$ cat src/sv/pgmap_pkg.sv
// ----------------------------------------------------------------------------
// Page map lookup package
// Shared types, codes and constants of the memory page map lookup block.
// ----------------------------------------------------------------------------
`default_nettype none

package pgmap_pkg;

  localparam int RAM_PAGE_BYTES = 1024;
  localparam int PAGE_SHIFT     = $clog2(RAM_PAGE_BYTES);

  localparam logic [31:0] SMALL_AREA_BYTES   = 32'h0001_0000;
  localparam logic [15:0] SMALL_SECTOR_COUNT = 16'd16;
  localparam int          SMALL_SECTOR_SHIFT = 12;
  localparam int          LARGE_SECTOR_SHIFT = 15;
  localparam logic [15:0] SMALL_SECTOR_BYTES = 16'd4096;
  localparam logic [15:0] LARGE_SECTOR_BYTES = 16'd32768;

  localparam int CFG_IDX_W = 3;

  localparam logic [CFG_IDX_W-1:0] CFG_MAIN_BASE  = 3'd0;
  localparam logic [CFG_IDX_W-1:0] CFG_MAIN_BYTES = 3'd1;
  localparam logic [CFG_IDX_W-1:0] CFG_AUX_BASE   = 3'd2;
  localparam logic [CFG_IDX_W-1:0] CFG_AUX_BYTES  = 3'd3;
  localparam logic [CFG_IDX_W-1:0] CFG_FLASH_BYTES = 3'd4;

  localparam logic [1:0] REQ_QUERY = 2'd0;
  localparam logic [1:0] REQ_RAM   = 2'd1;
  localparam logic [1:0] REQ_FLASH = 2'd2;

  localparam logic [1:0] ST_OK     = 2'd0;
  localparam logic [1:0] ST_ABSENT = 2'd1;
  localparam logic [1:0] ST_BADREQ = 2'd2;

  localparam logic KIND_RAM   = 1'b0;
  localparam logic KIND_FLASH = 1'b1;

  typedef struct packed {
    logic [1:0]  req_type;
    logic [31:0] address;
    logic [15:0] page_number;
  } in_t;

  typedef struct packed {
    logic [1:0]  status;
    logic        page_kind;
    logic [15:0] found_page;
    logic [31:0] page_base;
    logic [15:0] page_bytes;
  } out_t;

  typedef struct packed {
    logic [31:0] main_ram_base;
    logic [24:0] main_ram_bytes;
    logic [31:0] aux_ram_base;
    logic [24:0] aux_ram_bytes;
    logic [24:0] flash_bytes;
  } cfg_t;

endpackage

`default_nettype wire

$ cat src/sv/pgmap_cfg.sv
// ----------------------------------------------------------------------------
// Page map configuration registers
// Holds the region bases and sizes, written through the configuration port.
// ----------------------------------------------------------------------------
`default_nettype none

module pgmap_cfg
  import pgmap_pkg::*;
(
  input  wire logic                 clk,
  input  wire logic                 rst_n,
  input  wire logic                 cfg_valid,
  output logic                      cfg_ready,
  input  wire logic [CFG_IDX_W-1:0] cfg_index,
  input  wire logic [31:0]          cfg_data,
  output cfg_t                      cfg
);

  cfg_t cfg_r;
  cfg_t cfg_nxt;

  assign cfg_ready = 1'b1;
  assign cfg       = cfg_r;

  always_comb begin
    cfg_nxt = cfg_r;
    if (cfg_valid && cfg_ready) begin
      case (cfg_index)
        CFG_MAIN_BASE:   cfg_nxt.main_ram_base  = cfg_data;
        CFG_MAIN_BYTES:  cfg_nxt.main_ram_bytes = cfg_data[24:0];
        CFG_AUX_BASE:    cfg_nxt.aux_ram_base   = cfg_data;
        CFG_AUX_BYTES:   cfg_nxt.aux_ram_bytes  = cfg_data[24:0];
        CFG_FLASH_BYTES: cfg_nxt.flash_bytes    = cfg_data[24:0];
        default:         cfg_nxt = cfg_r;
      endcase
    end
  end

  always_ff @(posedge clk) begin
    if (!rst_n) begin
      cfg_r.main_ram_base  <= 32'h1000_0000;
      cfg_r.main_ram_bytes <= 25'd32768;
      cfg_r.aux_ram_base   <= 32'h2007_C000;
      cfg_r.aux_ram_bytes  <= 25'd32768;
      cfg_r.flash_bytes    <= 25'd524288;
    end else begin
      cfg_r <= cfg_nxt;
    end
  end

endmodule

`default_nettype wire

$ cat src/sv/pgmap_decode.sv
// ----------------------------------------------------------------------------
// Page map decoder
// Combinational address and page number decode for one request.
// ----------------------------------------------------------------------------
`default_nettype none

module pgmap_decode
  import pgmap_pkg::*;
(
  input  wire cfg_t cfg,
  input  wire in_t  req,
  output out_t      res
);

  logic [32:0] addr_end;
  logic [32:0] main_end;
  logic [32:0] aux_end;
  logic        fit_main;
  logic        fit_aux;
  logic        in_aux;
  logic [31:0] origin;
  logic [15:0] first;
  logic [31:0] diff;
  logic [31:0] idx;
  logic [31:0] page_mask;
  logic [24:0] main_pages;
  logic [24:0] aux_pages;
  logic [25:0] all_pages;
  logic [25:0] pnum_ext;
  logic        flash_hit;
  logic        small_hit;
  logic [15:0] fq_page;
  logic [31:0] fq_base;
  logic [15:0] pnum_minus;
  logic [33:0] fp_base;
  logic [33:0] fp_end;
  logic [15:0] fp_bytes;
  logic [31:0] rp_off;
  logic [31:0] rp_aux_off;

  assign page_mask  = ~((32'd1 << PAGE_SHIFT) - 32'd1);
  assign main_pages = cfg.main_ram_bytes >> PAGE_SHIFT;
  assign aux_pages  = cfg.aux_ram_bytes >> PAGE_SHIFT;
  assign all_pages  = {1'b0, main_pages} + {1'b0, aux_pages};
  assign pnum_ext   = {10'd0, req.page_number};

  assign addr_end = {1'b0, req.address} + 33'(RAM_PAGE_BYTES);
  assign main_end = {1'b0, cfg.main_ram_base} + {8'd0, cfg.main_ram_bytes};
  assign aux_end  = {1'b0, cfg.aux_ram_base} + {8'd0, cfg.aux_ram_bytes};
  assign fit_main = (req.address >= cfg.main_ram_base) && (addr_end <= main_end);
  assign fit_aux  = (req.address >= cfg.aux_ram_base) && (addr_end <= aux_end);
  assign in_aux   = (req.address >= cfg.aux_ram_base) && ({1'b0, req.address} < aux_end);
  assign origin   = in_aux ? cfg.aux_ram_base : cfg.main_ram_base;
  assign first    = in_aux ? main_pages[15:0] : 16'd0;
  assign diff     = req.address - origin;
  assign idx      = diff >> PAGE_SHIFT;

  assign flash_hit = req.address < {7'd0, cfg.flash_bytes};
  assign small_hit = req.address < SMALL_AREA_BYTES;
  assign fq_page   = small_hit ? 16'(req.address >> SMALL_SECTOR_SHIFT)
                   : 16'(SMALL_SECTOR_COUNT
                         + 16'((req.address - SMALL_AREA_BYTES) >> LARGE_SECTOR_SHIFT));
  assign fq_base   = small_hit ? {req.address[31:SMALL_SECTOR_SHIFT], 12'd0}
                   : {req.address[31:LARGE_SECTOR_SHIFT], 15'd0};

  assign pnum_minus = req.page_number - SMALL_SECTOR_COUNT;
  assign fp_bytes   = (req.page_number < SMALL_SECTOR_COUNT) ? SMALL_SECTOR_BYTES
                    : LARGE_SECTOR_BYTES;
  assign fp_base    = (req.page_number < SMALL_SECTOR_COUNT)
                    ? {6'd0, req.page_number, 12'd0}
                    : {3'd0, pnum_minus, 15'd0} + {2'd0, SMALL_AREA_BYTES};
  assign fp_end     = fp_base + {18'd0, fp_bytes};

  assign rp_off     = 32'(req.page_number) << PAGE_SHIFT;
  assign rp_aux_off = 32'(req.page_number - main_pages[15:0]) << PAGE_SHIFT;

  always_comb begin
    res = '0;
    case (req.req_type)
      REQ_QUERY: begin
        if (fit_main || fit_aux) begin
          res.status     = ST_OK;
          res.page_kind  = KIND_RAM;
          res.found_page = 16'(first + idx[15:0]);
          res.page_base  = origin + (diff & page_mask);
          res.page_bytes = 16'(RAM_PAGE_BYTES);
        end else if (flash_hit) begin
          res.status     = ST_OK;
          res.page_kind  = KIND_FLASH;
          res.found_page = fq_page;
          res.page_base  = fq_base;
          res.page_bytes = small_hit ? SMALL_SECTOR_BYTES : LARGE_SECTOR_BYTES;
        end else begin
          res.status = ST_ABSENT;
        end
      end
      REQ_RAM: begin
        if (pnum_ext < {1'b0, main_pages}) begin
          res.status     = ST_OK;
          res.page_kind  = KIND_RAM;
          res.found_page = req.page_number;
          res.page_base  = cfg.main_ram_base + rp_off;
          res.page_bytes = 16'(RAM_PAGE_BYTES);
        end else if (pnum_ext < all_pages) begin
          res.status     = ST_OK;
          res.page_kind  = KIND_RAM;
          res.found_page = req.page_number;
          res.page_base  = cfg.aux_ram_base + rp_aux_off;
          res.page_bytes = 16'(RAM_PAGE_BYTES);
        end else begin
          res.status = ST_ABSENT;
        end
      end
      REQ_FLASH: begin
        if (fp_end > {9'd0, cfg.flash_bytes}) begin
          res.status = ST_ABSENT;
        end else begin
          res.status     = ST_OK;
          res.page_kind  = KIND_FLASH;
          res.found_page = req.page_number;
          res.page_base  = fp_base[31:0];
          res.page_bytes = fp_bytes;
        end
      end
      default: begin
        res.status = ST_BADREQ;
      end
    endcase
  end

endmodule

`default_nettype wire

$ cat src/sv/memory_page_map_lookup.sv
// ----------------------------------------------------------------------------
// Memory page map lookup
// Maps addresses to RAM and flash pages and page numbers to page extents.
//
//   Channel  Direction  Handshake            Payload
//   in       input      in_valid / in_stall  in_data   (in_t)
//   out      output     out_valid / out_stall out_data (out_t)
//   cfg      input      cfg_valid / cfg_ready cfg_index, cfg_data
//
// Each request passes from input transfer to result through an input register
// and a result register; one request is taken every cycle unless in_stall is high.
// The decode between the two registers sets the clock period.
// Reset is synchronous, clears both stage valids and loads register defaults.
// A stalled result holds both stages; in_stall rises only when both are full.
// ----------------------------------------------------------------------------
`default_nettype none

module memory_page_map_lookup
  import pgmap_pkg::*;
(
  input  wire logic                 clk,
  input  wire logic                 rst_n,
  input  wire logic                 in_valid,
  output logic                      in_stall,
  input  wire in_t                  in_data,
  output logic                      out_valid,
  input  wire logic                 out_stall,
  output out_t                      out_data,
  input  wire logic                 cfg_valid,
  output logic                      cfg_ready,
  input  wire logic [CFG_IDX_W-1:0] cfg_index,
  input  wire logic [31:0]          cfg_data
);

  cfg_t cfg;
  out_t dec_res;

  logic s1_valid_r;
  logic s1_valid_nxt;
  in_t  s1_data_r;
  logic out_valid_r;
  logic out_valid_nxt;
  out_t out_data_r;
  logic out_adv;
  logic s1_load;

  pgmap_cfg u_cfg (
    .clk       (clk),
    .rst_n     (rst_n),
    .cfg_valid (cfg_valid),
    .cfg_ready (cfg_ready),
    .cfg_index (cfg_index),
    .cfg_data  (cfg_data),
    .cfg       (cfg)
  );

  pgmap_decode u_decode (
    .cfg (cfg),
    .req (s1_data_r),
    .res (dec_res)
  );

  assign out_adv   = !out_valid_r || !out_stall;
  assign in_stall  = s1_valid_r && !out_adv;
  assign s1_load   = in_valid && !in_stall;
  assign out_valid = out_valid_r;
  assign out_data  = out_data_r;

  always_comb begin
    s1_valid_nxt  = s1_valid_r;
    out_valid_nxt = out_valid_r;
    if (!s1_valid_r || out_adv) begin
      s1_valid_nxt = in_valid;
    end
    if (out_adv) begin
      out_valid_nxt = s1_valid_r;
    end
  end

  always_ff @(posedge clk) begin
    if (!rst_n) begin
      s1_valid_r  <= 1'b0;
      out_valid_r <= 1'b0;
    end else begin
      s1_valid_r  <= s1_valid_nxt;
      out_valid_r <= out_valid_nxt;
    end
  end

  always_ff @(posedge clk) begin
    if (s1_load) begin
      s1_data_r <= in_data;
    end
    if (s1_valid_r && out_adv) begin
      out_data_r <= dec_res;
    end
  end

`ifndef SYNTHESIS
  a_fail_zero : assert property (@(posedge clk) disable iff (!rst_n)
    out_valid_r && out_data_r.status != ST_OK |->
      out_data_r.page_kind == 1'b0 && out_data_r.found_page == 16'd0 &&
      out_data_r.page_base == 32'd0 && out_data_r.page_bytes == 16'd0)
    else $error("failed result carries nonzero page fields");

  a_status_code : assert property (@(posedge clk) disable iff (!rst_n)
    out_valid_r |-> out_data_r.status == ST_OK || out_data_r.status == ST_ABSENT ||
                    out_data_r.status == ST_BADREQ)
    else $error("result status out of range");

  a_flash_size : assert property (@(posedge clk) disable iff (!rst_n)
    out_valid_r && out_data_r.status == ST_OK && out_data_r.page_kind == KIND_FLASH |->
      out_data_r.page_bytes == SMALL_SECTOR_BYTES ||
      out_data_r.page_bytes == LARGE_SECTOR_BYTES)
    else $error("flash page with unexpected sector size");

  a_advance : assert property (@(posedge clk) disable iff (!rst_n)
    s1_valid_r && out_adv |=> out_valid_r)
    else $error("request lost between input and result register");
`endif

endmodule

`default_nettype wire
$ cat config.mk
export PLATFORM = sky130hd
export DESIGN_NAME = memory_page_map_lookup
export DESIGN_NICKNAME = d
export VERILOG_FILES = /design/src/sv/pgmap_pkg.sv /design/src/sv/pgmap_cfg.sv /design/src/sv/pgmap_decode.sv /design/src/sv/memory_page_map_lookup.sv
export SDC_FILE = /design/constraint.sdc
export NUM_CORES = 1
export LEC_CHECK = 0
export ABC_AREA = 1
export BUFFER_PORTS_ARGS = -buffer_cell sky130_fd_sc_hd__buf_4
export CAP_MARGIN = 20
export CORE_MARGIN = 1
export CORE_UTILIZATION = 55
export CTS_BUF_LIST = sky130_fd_sc_hd__clkbuf_8
export DETAILED_ROUTE_END_ITERATION = 6
export PLACE_DENSITY = 0.72
export REMOVE_ABC_BUFFERS = 1
export SETUP_SLACK_MARGIN = 0.05
export SYNTH_ARGS = -nofsm -noshare
export SYNTH_HDL_FRONTEND = slang
export SYNTH_SLANG_ARGS = --single-unit
$ cat constraint.sdc
create_clock -name clk -period 16 [get_ports clk]
set_clock_uncertainty 0.2 [all_clocks]
set_input_delay 4 -clock clk [delete_from_list [all_inputs] [get_ports clk]]
set_output_delay 4 -clock clk [all_outputs]
set_load 0.02 [all_outputs]
==> results.cfg <==
[run_status]
status = finished, final reports clean

[sta]
finalHoldViolCount = 0
slew_viol_final = 0
setup_viol = 0
slew-limit-headroom = 0.2898
hold_ws_ns = 0.2821
final.setup.worst_slack_ns = 5.453
rsz0062_at_grt = false
worst_pin_slew_ns = 1.059
fmax_ghz = 0.09482
fin_crit_ns = 10.55
fin_crit_sh = 0.6592
finalSetupTns_ns = 0

[global_routing]
grt_max_degree = 77
grt_use_met2 = 0.6332
track_usage = 0.4043
overflow = 0
grt_use_met1 = 0.5350
busiest_layer = met2
grt_use_met3 = 0.07032
antenna_found_initial = 4
grt_pass1_wl_microns = 135700
grt_pass1_vias = 23520

[worst_setup_path]
crit_path_end_kind = flop
worst_path_largest_cell_delay_ns = 0.49
crit_start = u_cfg.cfg[52]$_SDFFE_PN0P_
rr_endpoint = out_data[63]$_DFFE_PP_
r2r_start = u_cfg.cfg[52]$_SDFFE_PN0P_
crit_path_end = out_data[63]$_DFFE_PP_
worstSetupPathType = reg2reg
slowest_stage = nand2_4
cp_common_cell = nand2_1
worst-r2r-setup-slack_ns = 5.45
crit_fanout = 76
cp.required_ns = 16.18
reg2regPathDepth = 59
worstPathArrival_ns = 10.73
crit_path_start_kind = flop

[finish]
area_delta_synth_final_pct = 10.51
stdcell_count = 4051
final_core_util = 0.6188
layout_commonest_cell = nand2_1
nNetsFinal = 3915
finalInstanceArea_sq_um = 26710
mostFrequentLayoutCells = nand2_1 (507), inv_1 (416), a21oi_1 (392), ha_1 (390), o21ai_0 (284)
drive_gt1_frac = 0.09007

[synthesis]
synthMuxAreaShare = 0.0004141
synth-simple-area-share = 0.1919
ys_seq_elements = 245
avgSynthCellArea_sq_um = 7.345
syn_area_sq_um = 24170
synthCells = 3291
yosysTopAreaCell = ha_1
synthXorXnorAreaFrac = 0.07097
yosysTopAreaCellShare = 0.2019
synth_cell_types = 69
synthAdderAreaFrac = 0.2077
ys_warn_count = 0
ys_seq_area_frac = 0.2460
synth_edf_count = 104
synth_area_leaders = ha_1 (20%), edfxtp_1 (13%), dfxtp_1 (12%)
ys_async_sr_fraction = 0
ys.flop_type = dfxtp_1
synth_top_family_by_area = adder cells
synth_compound_area_frac = 0.2009

[route]
drt_iter0_drc = 2348
ant_nets = 0
vias_per_cell = 6.087
drc = 0
wl_per_cell_microns = 22.50
first_pass_iters = 6
num_vias = 24660
wl_microns = 91150

[place]
placed_area_sq_um = 25810
dp_hpwl_microns = 73080
place.gp.congestion = 1.063
dp.cells = 3966
io_buffers = 145
place_ws_ns = 5.837

[die]
start_util = 0.5599
die_w_microns = 211.6
fp.coreArea_sq_um = 43170
fp.dieH_microns = 211.6
num_rows = 76
dieArea_sq_um = 44790
io_pins = 160

[hold_path]
holdCritStartpoint = u_cfg.cfg[5]$_SDFFE_PN0P_
hp-class = reg2reg

[clock_tree]
clock_sinks = 245
cts-root-buf = clkbuf_8
cts_resized = 0
clock_tree.buffer_depth = 3
insertion_delay_ns = 0.67
cts_buffers = 45
htreeDepth = 2
cts.clk_slew.worst_paths_ns = 0.06
post_cts_buffers = 0
cts_tree = built
hold_buffers = 0

[pwr]
total_power_mw = 2.206
p_leak_nw = 12.37
ir_drop_mv = 0.08060
p_per_area_nw_per_um2 = 82.58

[flow_run]
drv_cap = 0
-- power breakdown --
group          switching (mW)  total (mW)  internal (mW)
Combinational           0.563       0.851          0.288
Sequential             0.0447       0.731          0.687
Clock                   0.305       0.624          0.318
-- kinds of logic after synthesis --
kind of cell	count (synthesis)
AOI/OAI and AO/OA	867
xor gates and xnor gates	195
and+or+nand+nor	1076
adders and majority gates	397
DFF	245
muxes	1
other	2
buffers and inverters	508
-- synthesized netlist by cell type (5+ instances only) --
cell type / number
nor3_1: 54
a31oi_1: 9
nand4_1: 41
o21ai_2: 8
o21bai_1: 32
o211ai_1: 23
dfxtp_1: 141
or2_2: 7
o21a_1: 9
a221oi_1: 6
nand2_1: 507
fa_1: 7
nand2_2: 27
xnor2_1: 54
xor2_1: 140
nand3_1: 143
nor3b_1: 5
edfxtp_1: 104
a211oi_1: 14
inv_2: 9
o21ai_0: 284
clkbuf_1: 69
inv_1: 409
a21o_1: 8
buf_4: 14
nor4_1: 14
o22ai_1: 19
o21ai_1: 10
o221ai_1: 10
ha_1: 390
nor2_1: 253
a21oi_1: 393
o31ai_1: 8
-- layout make-up --
class                      instances  area (sq um)
antenna                            2         5.005
clock buffer                      49         674.4
clock inverter                    34         220.2
fill                            4008         16460
inverter                         422          1584
multi-input combinational       2550         16320
sequential                       245          5946
tap                              585         732.0
timing repair buffer             164          1231
-- registers in the layout, indices dropped and copies added, names as in the netlist --
| name | cells |
|---|---|
| s1_valid_r | 1 |
| out_data | 54 |
| u_cfg.cfg | 139 |
| out_valid | 1 |
| s1_data_r | 50 |
-- metal layers --
metal,up-vias,wire length [microns],part of all wire
met5,-,37,0.00041
met4,6,4670,0.051
met3,265,8885,0.097
met2,1280,40060,0.44
met1,11500,37500,0.41
li1,11610,-,-
-- worst max-delay path, delay by kind of cell, from the launching register on --
family	cells	cell delay [ns]
AOI/OAI and AO/OA	26	4.81
xor gates and xnor gates	1	0.26
adders and majority gates	4	1.27
buffers and inverters	3	0.23
DFF	1	0.33
and+or+nand+nor	25	3.10
-- worst min-delay path by stage --
stage	slack [ns]	endpoint	cells past startpoint
finish	0.28	u_cfg.cfg[5]$_SDFFE_PN0P_	2
global placement	0.26	u_cfg.cfg[4]$_SDFFE_PN0P_	2
CTS	0.28	u_cfg.cfg[4]$_SDFFE_PN0P_	2
global route	0.29	u_cfg.cfg[4]$_SDFFE_PN0P_	2
detailed placement	0.27	u_cfg.cfg[5]$_SDFFE_PN0P_	2
floorplan	0.25	u_cfg.cfg[5]$_SDFFE_PN0P_	2
Power figures use the tool's default switching activity.
